## src/rtl/core/dis_pkg.sv

```systemverilog
// Shared types and constants for the disjoint interval set.
`default_nettype none
package dis_pkg;

    localparam int DATA_W = 16;

    localparam logic ACT_ADD  = 1'b0;
    localparam logic ACT_DUMP = 1'b1;

    typedef struct packed {
        logic              action;
        logic [DATA_W-1:0] value;
    } t_req;

    typedef struct packed {
        logic [DATA_W-1:0] interval_start;
        logic [DATA_W-1:0] interval_end;
        logic              last;
        logic              empty_res;
        logic              overflow;
    } t_res;

    // flags from the shared compare unit, a against b
    typedef struct packed {
        logic ge;   // a >= b
        logic eq;   // a == b
        logic adj;  // a + 1 == b, no wrap
    } t_cmp;

endpackage
`default_nettype wire

```

## src/rtl/core/dis_ram.sv

```systemverilog
// Generic single-write, single-read RAM with registered read data.
`default_nettype none
module dis_ram #(
    parameter int WIDTH = 32,
    parameter int DEPTH = 32
) (
    input  wire logic                             i_clk,
    input  wire logic                             i_we,
    input  wire logic [$clog2(DEPTH)-1:0]         i_waddr,
    input  wire logic [WIDTH-1:0]                 i_wdata,
    input  wire logic [$clog2(DEPTH)-1:0]         i_raddr,
    output logic      [WIDTH-1:0]                 o_rdata
);

    logic [WIDTH-1:0] r_mem [DEPTH];

    always_ff @(posedge i_clk) begin
        if (i_we) begin
            r_mem[i_waddr] <= i_wdata;
        end
        o_rdata <= r_mem[i_raddr];
    end

endmodule
`default_nettype wire

```

## src/rtl/core/dis_cmp.sv

```systemverilog
// Shared compare unit: ordering, equality and adjacency of two bounds.
`default_nettype none
module dis_cmp
    import dis_pkg::*;
#(
    parameter int VALUE_BITS = 16
) (
    input  wire logic [VALUE_BITS-1:0] i_a,
    input  wire logic [VALUE_BITS-1:0] i_b,
    output t_cmp                       o_cmp
);

    logic [VALUE_BITS:0] w_a_inc;

    // one extra bit so the top value never looks adjacent to zero
    assign w_a_inc     = {1'b0, i_a} + {{VALUE_BITS{1'b0}}, 1'b1};
    assign o_cmp.ge    = (i_a >= i_b);
    assign o_cmp.eq    = (i_a == i_b);
    assign o_cmp.adj   = (w_a_inc == {1'b0, i_b});

endmodule
`default_nettype wire

```

## src/rtl/core/disjoint_interval_set.sv

```systemverilog
// Top level: sorted interval table with add and dump requests.
//
// Keeps up to MAX_INTERVALS disjoint closed intervals in one table RAM
// (start and end per row), empty after reset. A request is taken when
// i_start is high and o_busy is low. An add reads and compares each row
// from the bottom in the shared compare unit, checks the previous and
// next rows and decides; a covered value changes nothing, a patch is one
// write, an insert shifts later rows up (check, read, write), closes with
// a check and writes the new row, a merge writes the joined row and shifts
// later rows down; it never produces a result. A dump returns each
// interval on o_res with a one-cycle o_res_valid strobe, the last one
// flagged; an empty table returns a single result with empty_res set in
// the cycle after the request. Results cannot be held off. An insert into
// a full table is dropped and sets the sticky overflow flag carried on
// every result. The table needs no clearing after reset.
`default_nettype none
module disjoint_interval_set
    import dis_pkg::*;
#(
    parameter int MAX_INTERVALS = 32,
    parameter int VALUE_BITS    = 16
) (
    input  wire logic i_clk,
    input  wire logic i_rst_n,
    input  wire logic i_start,
    input  wire t_req i_req,
    output logic      o_busy,
    output logic      o_res_valid,
    output t_res      o_res
);

    localparam int AW = (MAX_INTERVALS > 1) ? $clog2(MAX_INTERVALS) : 1;
    localparam int IW = $clog2(MAX_INTERVALS + 1);
    localparam int VB = VALUE_BITS;
    localparam int RW = 2 * VB;

    typedef enum logic [10:0] {
        S_IDLE     = 11'b000_0000_0001,
        S_SCAN_RD  = 11'b000_0000_0010,
        S_SCAN_CHK = 11'b000_0000_0100,
        S_CHK_PREV = 11'b000_0000_1000,
        S_CHK_NEXT = 11'b000_0001_0000,
        S_DECIDE   = 11'b000_0010_0000,
        S_WRITE    = 11'b000_0100_0000,
        S_MOVE_CHK = 11'b000_1000_0000,
        S_MOVE_RD  = 11'b001_0000_0000,
        S_MOVE_WR  = 11'b010_0000_0000,
        S_DUMP_RD  = 11'b100_0000_0000
    } t_state;

    typedef enum logic [1:0] {
        OP_PATCH  = 2'd0,
        OP_MERGE  = 2'd1,
        OP_INSERT = 2'd2
    } t_op;

    t_state          r_state, n_state;
    t_op             r_op, n_op;
    logic            r_dump_out, n_dump_out;
    logic [IW-1:0]   r_count, n_count;
    logic [IW-1:0]   r_idx, n_idx;
    logic [IW-1:0]   r_pos, n_pos;
    logic            r_lost, n_lost;
    logic [VB-1:0]   r_val, n_val;
    logic [VB-1:0]   r_prev_start, n_prev_start;
    logic [VB-1:0]   r_prev_end, n_prev_end;
    logic [VB-1:0]   r_next_start, n_next_start;
    logic [VB-1:0]   r_next_end, n_next_end;
    logic            r_has_next, n_has_next;
    logic            r_cov, n_cov;
    logic            r_tp, n_tp;
    logic            r_tn, n_tn;
    logic [AW-1:0]   r_wr_addr, n_wr_addr;
    logic [RW-1:0]   r_wr_data, n_wr_data;
    logic            r_out_vld, n_out_vld;
    t_res            r_out, n_out;

    logic            w_we;
    logic [IW-1:0]   w_waddr;
    logic [RW-1:0]   w_wdata;
    logic [IW-1:0]   w_raddr;
    logic [RW-1:0]   w_rdata;
    logic [VB-1:0]   w_rd_start;
    logic [VB-1:0]   w_rd_end;
    logic [VB-1:0]   w_cmp_a;
    logic [VB-1:0]   w_cmp_b;
    t_cmp            w_cmp;
    logic            w_accept;
    logic            w_has_prev;
    logic [IW-1:0]   w_idx_inc;
    logic [IW-1:0]   w_idx_dec;
    logic [IW-1:0]   w_pos_dec;
    logic [VB+DATA_W-1:0] w_val_wide;
    logic [VB+DATA_W-1:0] w_start_wide;
    logic [VB+DATA_W-1:0] w_end_wide;

    dis_ram #(
        .WIDTH (RW),
        .DEPTH (MAX_INTERVALS)
    ) u_table (
        .i_clk   (i_clk),
        .i_we    (w_we),
        .i_waddr (w_waddr[AW-1:0]),
        .i_wdata (w_wdata),
        .i_raddr (w_raddr[AW-1:0]),
        .o_rdata (w_rdata)
    );

    dis_cmp #(
        .VALUE_BITS (VB)
    ) u_cmp (
        .i_a   (w_cmp_a),
        .i_b   (w_cmp_b),
        .o_cmp (w_cmp)
    );

    assign w_rd_start   = w_rdata[RW-1:VB];
    assign w_rd_end     = w_rdata[VB-1:0];
    assign w_accept     = i_start && !o_busy;
    assign w_has_prev   = (r_pos != '0);
    assign w_idx_inc    = r_idx + IW'(1);
    assign w_idx_dec    = r_idx - IW'(1);
    assign w_pos_dec    = r_pos - IW'(1);
    assign w_val_wide   = {{VB{1'b0}}, i_req.value};
    assign w_start_wide = {{DATA_W{1'b0}}, w_rd_start};
    assign w_end_wide   = {{DATA_W{1'b0}}, w_rd_end};

    assign o_busy      = (r_state != S_IDLE);
    assign o_res_valid = r_out_vld;
    assign o_res       = r_out;

    always_comb begin
        unique case (r_state)
            S_SCAN_CHK: begin
                w_cmp_a = w_rd_start;
                w_cmp_b = r_val;
            end
            S_CHK_PREV: begin
                w_cmp_a = r_prev_end;
                w_cmp_b = r_val;
            end
            default: begin
                w_cmp_a = r_val;
                w_cmp_b = r_next_start;
            end
        endcase
    end

    always_comb begin
        n_state      = r_state;
        n_op         = r_op;
        n_dump_out   = 1'b0;
        n_count      = r_count;
        n_idx        = r_idx;
        n_pos        = r_pos;
        n_lost       = r_lost;
        n_val        = r_val;
        n_prev_start = r_prev_start;
        n_prev_end   = r_prev_end;
        n_next_start = r_next_start;
        n_next_end   = r_next_end;
        n_has_next   = r_has_next;
        n_cov        = r_cov;
        n_tp         = r_tp;
        n_tn         = r_tn;
        n_wr_addr    = r_wr_addr;
        n_wr_data    = r_wr_data;
        n_out_vld    = 1'b0;
        n_out        = r_out;
        w_we         = 1'b0;
        w_waddr      = r_idx;
        w_wdata      = r_wr_data;
        w_raddr      = r_idx;

        // dump row read last cycle is on the RAM output now
        if (r_dump_out) begin
            n_out_vld          = 1'b1;
            n_out.interval_start = w_start_wide[DATA_W-1:0];
            n_out.interval_end = w_end_wide[DATA_W-1:0];
            n_out.last         = (w_idx_inc == r_count);
            n_out.empty_res    = 1'b0;
            n_out.overflow     = r_lost;
            n_idx              = w_idx_inc;
            n_state            = (w_idx_inc == r_count) ? S_IDLE : S_DUMP_RD;
        end

        unique case (r_state)
            S_IDLE: begin
                if (w_accept) begin
                    n_idx = '0;
                    if (i_req.action == ACT_DUMP) begin
                        if (r_count == '0) begin
                            n_out_vld            = 1'b1;
                            n_out.interval_start = '0;
                            n_out.interval_end   = '0;
                            n_out.last           = 1'b1;
                            n_out.empty_res      = 1'b1;
                            n_out.overflow       = r_lost;
                        end else begin
                            n_state = S_DUMP_RD;
                        end
                    end else begin
                        n_val = w_val_wide[VB-1:0];
                        if (r_count == '0) begin
                            n_pos      = '0;
                            n_has_next = 1'b0;
                            n_state    = S_CHK_PREV;
                        end else begin
                            n_state = S_SCAN_RD;
                        end
                    end
                end
            end
            S_SCAN_RD: begin
                w_raddr = r_idx;
                n_state = S_SCAN_CHK;
            end
            S_SCAN_CHK: begin
                if (w_cmp.ge) begin
                    n_pos        = r_idx;
                    n_has_next   = 1'b1;
                    n_next_start = w_rd_start;
                    n_next_end   = w_rd_end;
                    n_state      = S_CHK_PREV;
                end else begin
                    n_prev_start = w_rd_start;
                    n_prev_end   = w_rd_end;
                    n_idx        = w_idx_inc;
                    if (w_idx_inc == r_count) begin
                        n_pos      = r_count;
                        n_has_next = 1'b0;
                        n_state    = S_CHK_PREV;
                    end else begin
                        n_state = S_SCAN_RD;
                    end
                end
            end
            S_CHK_PREV: begin
                n_cov   = w_has_prev && w_cmp.ge;
                n_tp    = w_has_prev && w_cmp.adj;
                n_state = S_CHK_NEXT;
            end
            S_CHK_NEXT: begin
                n_cov   = r_cov || (r_has_next && w_cmp.eq);
                n_tn    = r_has_next && w_cmp.adj;
                n_state = S_DECIDE;
            end
            S_DECIDE: begin
                priority if (r_cov) begin
                    n_state = S_IDLE;
                end else if (r_tp && r_tn) begin
                    n_wr_addr = w_pos_dec[AW-1:0];
                    n_wr_data = {r_prev_start, r_next_end};
                    n_op      = OP_MERGE;
                    n_idx     = r_pos;
                    n_state   = S_WRITE;
                end else if (r_tp) begin
                    n_wr_addr = w_pos_dec[AW-1:0];
                    n_wr_data = {r_prev_start, r_val};
                    n_op      = OP_PATCH;
                    n_state   = S_WRITE;
                end else if (r_tn) begin
                    n_wr_addr = r_pos[AW-1:0];
                    n_wr_data = {r_val, r_next_end};
                    n_op      = OP_PATCH;
                    n_state   = S_WRITE;
                end else if (r_count == IW'(MAX_INTERVALS)) begin
                    n_lost  = 1'b1;
                    n_state = S_IDLE;
                end else begin
                    n_wr_addr = r_pos[AW-1:0];
                    n_wr_data = {r_val, r_val};
                    n_op      = OP_INSERT;
                    n_idx     = r_count;
                    n_state   = S_MOVE_CHK;
                end
            end
            S_WRITE: begin
                w_we    = 1'b1;
                w_waddr = IW'(r_wr_addr);
                w_wdata = r_wr_data;
                unique case (r_op)
                    OP_MERGE:  n_state = S_MOVE_CHK;
                    OP_INSERT: begin
                        n_count = r_count + IW'(1);
                        n_state = S_IDLE;
                    end
                    default:   n_state = S_IDLE;
                endcase
            end
            S_MOVE_CHK: begin
                if (r_op == OP_MERGE) begin
                    if (w_idx_inc < r_count) begin
                        n_state = S_MOVE_RD;
                    end else begin
                        n_count = r_count - IW'(1);
                        n_state = S_IDLE;
                    end
                end else begin
                    n_state = (r_idx > r_pos) ? S_MOVE_RD : S_WRITE;
                end
            end
            S_MOVE_RD: begin
                w_raddr = (r_op == OP_MERGE) ? w_idx_inc : w_idx_dec;
                n_state = S_MOVE_WR;
            end
            S_MOVE_WR: begin
                w_we    = 1'b1;
                w_waddr = r_idx;
                w_wdata = w_rdata;
                n_idx   = (r_op == OP_MERGE) ? w_idx_inc : w_idx_dec;
                n_state = S_MOVE_CHK;
            end
            S_DUMP_RD: begin
                // issue a row read only when no row is on its way out
                if (!r_dump_out) begin
                    w_raddr    = r_idx;
                    n_dump_out = 1'b1;
                end
            end
            default: begin
                n_state = S_IDLE;
            end
        endcase

        // while a dump row is on its way out, hold off the next read
        if (r_state == S_DUMP_RD && r_dump_out) begin
            n_dump_out = 1'b0;
            w_raddr    = r_idx;
        end
    end

    always_ff @(posedge i_clk) begin
        if (!i_rst_n) begin
            r_state    <= S_IDLE;
            r_op       <= OP_PATCH;
            r_dump_out <= 1'b0;
            r_count    <= '0;
            r_lost     <= 1'b0;
            r_out_vld  <= 1'b0;
        end else begin
            r_state    <= n_state;
            r_op       <= n_op;
            r_dump_out <= n_dump_out;
            r_count    <= n_count;
            r_lost     <= n_lost;
            r_out_vld  <= n_out_vld;
        end
    end

    always_ff @(posedge i_clk) begin
        r_idx        <= n_idx;
        r_pos        <= n_pos;
        r_val        <= n_val;
        r_prev_start <= n_prev_start;
        r_prev_end   <= n_prev_end;
        r_next_start <= n_next_start;
        r_next_end   <= n_next_end;
        r_has_next   <= n_has_next;
        r_cov        <= n_cov;
        r_tp         <= n_tp;
        r_tn         <= n_tn;
        r_wr_addr    <= n_wr_addr;
        r_wr_data    <= n_wr_data;
        r_out        <= n_out;
    end

    a_count_bound: assert property (@(posedge i_clk) disable iff (!i_rst_n)
        r_count <= IW'(MAX_INTERVALS))
        else $error("interval count above capacity");

    a_count_step: assert property (@(posedge i_clk) disable iff (!i_rst_n)
        $past(i_rst_n) && (r_count != $past(r_count)) |->
            (r_count == $past(r_count) + IW'(1)) || (r_count + IW'(1) == $past(r_count)))
        else $error("interval count moved by more than one");

    a_lost_sticky: assert property (@(posedge i_clk) disable iff (!i_rst_n)
        r_lost |=> r_lost)
        else $error("overflow flag cleared without reset");

    a_result_source: assert property (@(posedge i_clk) disable iff (!i_rst_n)
        n_out_vld |-> (r_dump_out || (w_accept && i_req.action == ACT_DUMP)))
        else $error("result strobe without a dump in progress");

    a_add_busy: assert property (@(posedge i_clk) disable iff (!i_rst_n)
        w_accept && (i_req.action == ACT_ADD) |=> o_busy && !o_res_valid)
        else $error("add request did not occupy the block");

endmodule
`default_nettype wire
```

## config.mk

```make
export PLATFORM = sky130hd
export DESIGN_NAME = disjoint_interval_set
export DESIGN_NICKNAME = d
export VERILOG_FILES = /design/src/rtl/core/dis_pkg.sv /design/src/rtl/core/dis_ram.sv /design/src/rtl/core/dis_cmp.sv /design/src/rtl/core/disjoint_interval_set.sv
export SDC_FILE = /design/constraint.sdc
export NUM_CORES = 2
export LEC_CHECK = 0
export BUFFER_PORTS_ARGS = -buffer_cell sky130_fd_sc_hd__buf_2
export CAP_MARGIN = 15
export CORE_MARGIN = 2
export CORE_UTILIZATION = 25
export CTS_CLUSTER_DIAMETER = 40
export CTS_CLUSTER_SIZE = 10
export DETAILED_ROUTE_END_ITERATION = 10
export HOLD_SLACK_MARGIN = 0.1
export PLACE_DENSITY = 0.46
export SYNTH_ARGS = -nofsm -noshare
export SYNTH_HDL_FRONTEND = slang
export SYNTH_SLANG_ARGS = --single-unit
```

## constraint.sdc

```tcl
create_clock -name i_clk -period 7.7 [get_ports i_clk]
set_input_delay 1.155 -clock i_clk [delete_from_list [all_inputs] [get_ports i_clk]]
set_output_delay 1.155 -clock i_clk [all_outputs]
set_load 0.005 [all_outputs]
```

# After elaboration in Yosys (flattened, before gate mapping)
# Memories as Yosys holds them, arrays and structs flattened. A register that Yosys moved wholly into a read port is not among the register bits.
# Cells that the tools add are included.
op_classes:
  addsub: 6
  magnitude_cmp: 3
  eq_ne: 26
  muxes: 77
  bitwise: 8
  reduce_logical: 24
ops:
  columns: ["operator", "n"]
  rows:
  - ["2-to-1 mux 35 bit", 5]
  - ["2-to-1 mux 32 bit", 5]
  - ["one-hot mux 11 bit (11 select lines)", 1]
  - ["2-to-1 mux 6 bit", 17]
  - ["2-to-1 mux 11 bit", 6]
  - ["2-to-1 mux 8 bit", 6]
  - ["2-to-1 mux 5 bit", 7]
  - ["one-hot mux 16 bit (2 select lines)", 1]
  - ["one-hot mux 6 bit (2 select lines)", 2]
  - ["one-hot mux 6 bit (4 select lines)", 1]
  - ["2-to-1 mux 9 bit", 2]
  - ["adder 16 x 1 -> 17 bit (second input constant)", 1]
  - ["== test 17 x 16 -> 1 bit", 1]
  - ["== test 16 bit", 1]
  - [">= comparator 16 bit", 1]
  - ["2-to-1 mux 16 bit", 1]
  - ["2-to-1 mux 1 bit", 14]
  - ["adder 6 x 1 -> 6 bit (second input constant)", 2]
  - ["2-to-1 mux 4 bit", 3]
  - ["subtractor 6 x 1 -> 6 bit (second input constant)", 2]
  - ["== test 11 x 1 -> 1 bit (second input constant)", 1]
  - ["== test 11 x 10 -> 1 bit (second input constant)", 1]
  - ["== test 11 bit (second input constant)", 1]
  - ["== test 11 x 2 -> 1 bit (second input constant)", 1]
  - ["other kinds (35)", 61]
word_totals:
  register_bits: 190
  ram_bits: 1024
  in_bits: 20
  out_inout_bits: 37
  wordCells: 169
  memories: 1
memory_table:
  columns: ["name", "depth", "width", "read_ports", "rd_clocked_by_memory_dff", "write_ports", "line", "source"]
  rows:
  - ["u_table.r_mem", 32, 32, 1, 1, 1, "dis_ram.sv:15", "logic [WIDTH-1:0] r_mem [DEPTH];"]

# Logic depth before layout (Yosys ltp)
depth:
  ltp_word: 8
  mapped_depth: 18
  mapped_depth_nobuf: 15

# By module
# A second synthesis with hierarchy kept.
hier_totals:
  cells_unflattened: 3237
  hier_area_um2: 50567.2
modules_own_cells:
  columns: ["module", "n_inst", "cells_per_inst", "area_per_inst_um2", "seq_area_each_um2"]
  rows:
  - ["dis_ram", 1, 2260, 40492.6, 31390.1]
  - ["disjoint_interval_set", 1, 846, 9113.7, 5074.9]
  - ["dis_cmp", 1, 131, 960.9, 0.0]

# Least setup slack after synthesis
# No wires, ideal clock.
synth_path:
  kind: "register to register"
  startpoint: "reg r_state[10]"
  endpoint: "reg r_has_next (enable)"
  setup_ns: 0.274
  arrival_time_ns: 6.490
  path_slack_ns: 0.937
  path_stages_with_launch: 17
  synth_period_minus_slack_ns: 6.763
  path_cell_list: "dfxtp_1 > clkbuf_1 > nor3_2 > nand4_1 > buf_2 > buf_2 > mux2i_1 > ha_1 > a21o_1 > a21o_1 > a221oi_1 > o211a_1 > clkbuf_1 > inv_1 > nor3_1 > o21ai_0 > and2_1"
synth_between:
  elab_chain_cells: 6
  word_cells_on_any_way: 16
  classes_between: "1 x order compare; 8 x eq/ne; 2 x mux; 5 x reduce/logical"
synth_lines:
  columns: ["item", "line", "source"]
  rows:
  - ["start: declaration", "disjoint_interval_set.sv:57", "t_state r_state, n_state;"]
  - ["start signal: assignment", "disjoint_interval_set.sv:342", "r_state <= n_state;"]
  - ["== test 11 x 3 -> 1 bit / == test 11 x 4 -> 1 bit (equally long branches)", "disjoint_interval_set.sv:133, disjoint_interval_set.sv:187", null]
  - ["OR reduction 2 bit (no source line)", null, null]
  - ["2-to-1 mux 16 bit", "disjoint_interval_set.sv:133", "unique case (r_state)"]
  - [">= comparator 16 bit", "dis_cmp.sv:17", "assign o_cmp.ge = (i_a >= i_b);"]
  - ["inequality test 3 bit (no source line)", null, null]
  - ["AND reduction 5 bit (no source line) *", null, null]
  - ["end signal: assignment", "disjoint_interval_set.sv:359", "r_has_next <= n_has_next;"]
  - ["end: declaration", "disjoint_interval_set.sv:69", "logic r_has_next, n_has_next;"]
# Mark *: on every way between the ends. The rest lies on a longest branch, timed or not.
# A chain may end at the register's enable or synchronous reset.

# Worst setup path after layout
layout_path:
  startpoint: "reg r_state[2]"
  endpoint: "reg r_idx[4]"
layout_between:
  elab_chain_cells: 6
  word_cells_on_any_way: 15
  classes_between: "1 x order compare; 6 x eq/ne; 5 x mux; 3 x reduce/logical"
layout_lines:
  columns: ["item", "line", "source"]
  rows:
  - ["== test 11 x 3 -> 1 bit / == test 11 x 4 -> 1 bit (equally long branches)", "disjoint_interval_set.sv:133, disjoint_interval_set.sv:187", null]
  - ["OR reduction 2 bit (no source line)", null, null]
  - ["2-to-1 mux 16 bit", "disjoint_interval_set.sv:133", null]
  - [">= comparator 16 bit", "dis_cmp.sv:17", null]
  - ["2-to-1 mux 6 bit", "disjoint_interval_set.sv:219", "if (w_cmp.ge) begin"]
  - ["one-hot mux 6 bit (4 select lines) *", "disjoint_interval_set.sv:187", "unique case (r_state)"]
  - ["net n_idx[4]", "disjoint_interval_set.sv:61", "logic [IW-1:0] r_idx, n_idx;"]
  - ["end signal: assignment", "disjoint_interval_set.sv:352", "r_idx <= n_idx;"]
  - ["end: declaration", "disjoint_interval_set.sv:61", null]
# Mark *: on every way through the listed nets, which the timed path passes. The rest lies on a longest branch.

==> impl_metrics.json <==
{
  "row_count": 164,
  "dp_hpwl_mm": 87.8,
  "clock_latency_ns": 0.80,
  "drt-total-wl_mm": 160,
  "synth.avg_cell_area_um2": 13.2,
  "ys_types": 76,
  "initial_core_util_pct": 25.1,
  "grt_first_pass_wirelength_mm": 230,
  "slew_headroom_pct": 22.0,
  "die_h_um": 451,
  "syn_nets": 3849,
  "finalSetupTns_ns": 0,
  "final-seq-area_um2": 36500,
  "vdd_ir_drop_max_uv": 206,
  "drc": 0,
  "worstMarginPinSlew_ns": 1.17,
  "path_clk_slew_ns": 0.05,
  "multi_input_area_um2": 12900,
  "clock.fmax_mhz": 209,
  "ant_nets": 0,
  "grt_max_degree": 147,
  "cts_buffer_depth": 3,
  "p_per_area_nw_per_um2": 295,
  "timing.rr.start": "r_state[2]$_SDFF_PN0_",
  "fin_util_pct": 30.5,
  "cts_hold_buffers": 0,
  "period_share_pct": 62.1,
  "drtIter0Drc": 3228,
  "portBuffers": 56,
  "fillCellCount": 20000,
  "root_buffer": "clkbuf_16",
  "vias": 32200,
  "max_stage_delay_ns": 0.84,
  "finalSetupViolations": 0,
  "fin_skew_ns": 0.0358,
  "yosysTopAreaCellShare_pct": 69.1,
  "ys_seq_elements": 1246,
  "crit_slowest_cell": "nor2b_1",
  "required_ns": 8.39,
  "ys.flop_type": "edfxtp_1",
  "synth_edf_count": 1151,
  "synth-seq-area-share_pct": 72.9,
  "synthArstFlopShare_pct": 0,
  "synthToLayoutAreaGrowth_pct": 21.4,
  "total_leakage_power_nw": 20.2,
  "critPathLaunchType": "flop",
  "post_cts_buffers": 0,
  "syn_inst": 3792,
  "r2r_slack_ns": 2.92,
  "die_w_um": 451,
  "core-area_um2": 199000,
  "crit_top_cell": "inv_1",
  "drt-wirelength-per-cell_um": 23.7,
  "drive_gt1_share_pct": 13.8,
  "placedCellCount": 6376,
  "overflow": 0,
  "grt_setup_unrepaired": "no",
  "dpl_worst_slack_ns": 2.97,
  "die_area_um2": 204000,
  "cts_buffers": 191,
  "path_max_fanout": 36,
  "min_path_type": "flop to flop",
  "netlist_top_cells_area": "edfxtp_1 (69%), nand2_1 (7.4%), dfxtp_1 (3.8%)",
  "final_nets": 3980,
  "setup_ws_ns": 2.92,
  "ioPinCount": 57,
  "worstHoldStart": "o_res[1]$_DFF_P_",
  "holdPathEnd": "o_res[1]$_DFF_P_",
  "grt_pass1_vias": 31200,
  "dr.pass1.iters": 5,
  "syn_area_um2": 50100,
  "antenna_found_initial": 2,
  "cts_max_level": 4,
  "final_hold_viol_count": 0,
  "fin_crit_ns": 4.78,
  "path_cells": "nor2b_1 > and4_1 > a22o_1 > a21oi_1 > inv_1 > ha_1 > nand2_1 > nor3_1 > a221oi_1 > o211a_1 > inv_1 > nor3_2 > buf_4 > o21ai_0 > o311ai_0",
  "reg2reg_to": "r_idx[4]$_DFF_P_",
  "cts_tree": "built",
  "slew_viol_final": 0,
  "min_path_cells": 1,
  "r2r_cells": 15,
  "drv_cap": 0,
  "ys_warn_count": 0,
  "status": "complete, no violations",
  "gp_congestion": 0.859,
  "cts.sinks": 1246,
  "vias_per_cell": 4.78,
  "arrival_ns": 5.47,
  "final_cells": 6744,
  "grt_usage_pct": 15.3,
  "path_class": "flop to flop",
  "yosys.area.top_type": "edfxtp_1",
  "cp-end-kind": "flop",
  "ctsResizeCount": 0
}
==> worst max-delay path by stage <==
stage,endpoint,cells after the start,from
6_report,r_idx[4]$_DFF_P_,15,r_state[2]$_SDFF_PN0_
5_1_grt,r_idx[4]$_DFF_P_,15,r_state[2]$_SDFF_PN0_
4_1_cts,r_idx[4]$_DFF_P_,15,r_state[2]$_SDFF_PN0_
3_5_place_dp,r_idx[4]$_DFF_P_,15,r_state[2]$_SDFF_PN0_
3_3_place_gp,r_idx[3]$_DFF_P_,15,r_state[2]$_SDFF_PN0_
2_1_floorplan,r_has_next$_SDFFCE_PP0P_,16,r_state[10]$_SDFF_PN0_
==> sequential cells by signal, indices dropped and copies added, names as in the netlist, 5 cells and up <==
register	flops
r_wr_data	32
r_state	11
r_count	6
r_val	16
r_next_end	16
u_table.r_mem	1024
u_table.o_rdata	32
r_next_start	16
o_res	35
r_prev_end	16
r_wr_addr	5
r_pos	6
r_prev_start	16
r_idx	6
==> logic make-up (layout without fill, tap and decap cells) <==
logic type	count (synthesis)	in the layout	synth area share, %
xor+xnor	47	47	0.822
other cells	0	1	0
flops	1246	1246	72.9
buf+inv	261	556	2.03
mux	180	180	3.67
fa+ha+maj	37	37	0.940
simple gates	1704	1704	15.0
compound gates	317	317	4.66
==> cells in the mapped netlist (10+ instances only) <==
cell type and number:
dfxtp_1 95, a32oi_1 99, nor2_1 123, buf_2 20
edfxtp_1 1151, clkbuf_1 175, nor2b_1 13, a21o_1 10
o21ai_0 38, nand2b_1 11, a31oi_1 39, mux2_2 29
nand2_1 992, buf_1 27, inv_1 35, nand3_1 315
a22o_1 15, xnor2_1 30, a21oi_1 44, nor3_1 18
nand4_1 172, xor2_1 17, ha_1 36, mux2i_1 151
==> layout make-up <==
type	count	share of cell area [%]
diodes	1	0.00412
clock buffers	247	8.50
clock inverters	110	2.14
inverters	37	0.231
multi-input cells	2285	21.3
flip-flops and latches	1246	60.0
well taps	2656	5.47
repair buffers	162	2.30
==> worst max-delay path: cells and delay by family, from the launching register on <==
kind	cells	cell delay (ns)
AOI/OAI and AO/OA	6	1.51
adders and majority gates	1	0.24
buffers and inverters	3	0.74
DFF	1	0.48
and+or+nand+nor	5	1.67
==> metal layers <==
layer	vias to the layer above	track usage (%)	part of all wire (%)	wire, um
li1	14400	-	-	-
met1	16500	22.2	47	75100
met2	1064	23.9	46	72900
met3	204	2.27	5.6	9040
met4	0	3.90	1.9	2990
met5	-	0	0	0
==> metrics by stage <==
stage               instance area [um^2]  total power [mW]  hold WS, ns
finish                             60700              17.9        0.454
floorplan                          50100              8.47        0.433
CTS                                60500              18.0        0.453
detailed placement                 54000              9.39        0.441
global placement                   54000              9.41        0.438
global route                       60700              18.4        0.482
==> power by group <==
group / internal (mW) / leakage, nW / switching, mW
combinational: 0.398 / 5.93 / 1.00
clock: 5.41 / 3.12 / 3.22
sequential: 7.46 / 11.1 / 0.407
==> placed cells by master (no fill, tap or decap), types with 17 or more instances in the layout <==
cell type,n
a21oi_1,43
a31oi_1,39
a32oi_1,99
buf_2,56
buf_4,85
bufinv_16,19
clkbuf_1,41
clkbuf_16,193
clkinv_2,30
dfxtp_1,94
edfxtp_1,1151
ha_1,36
inv_1,35
inv_6,19
mux2_2,29
mux2i_1,151
nand2_1,991
nand3_1,315
nand4_1,172
nor2_1,88
nor2_4,35
nor3_1,17
o21ai_0,37
xnor2_1,30
xor2_1,17
Note: power is estimated with default switching activity, not from simulation.
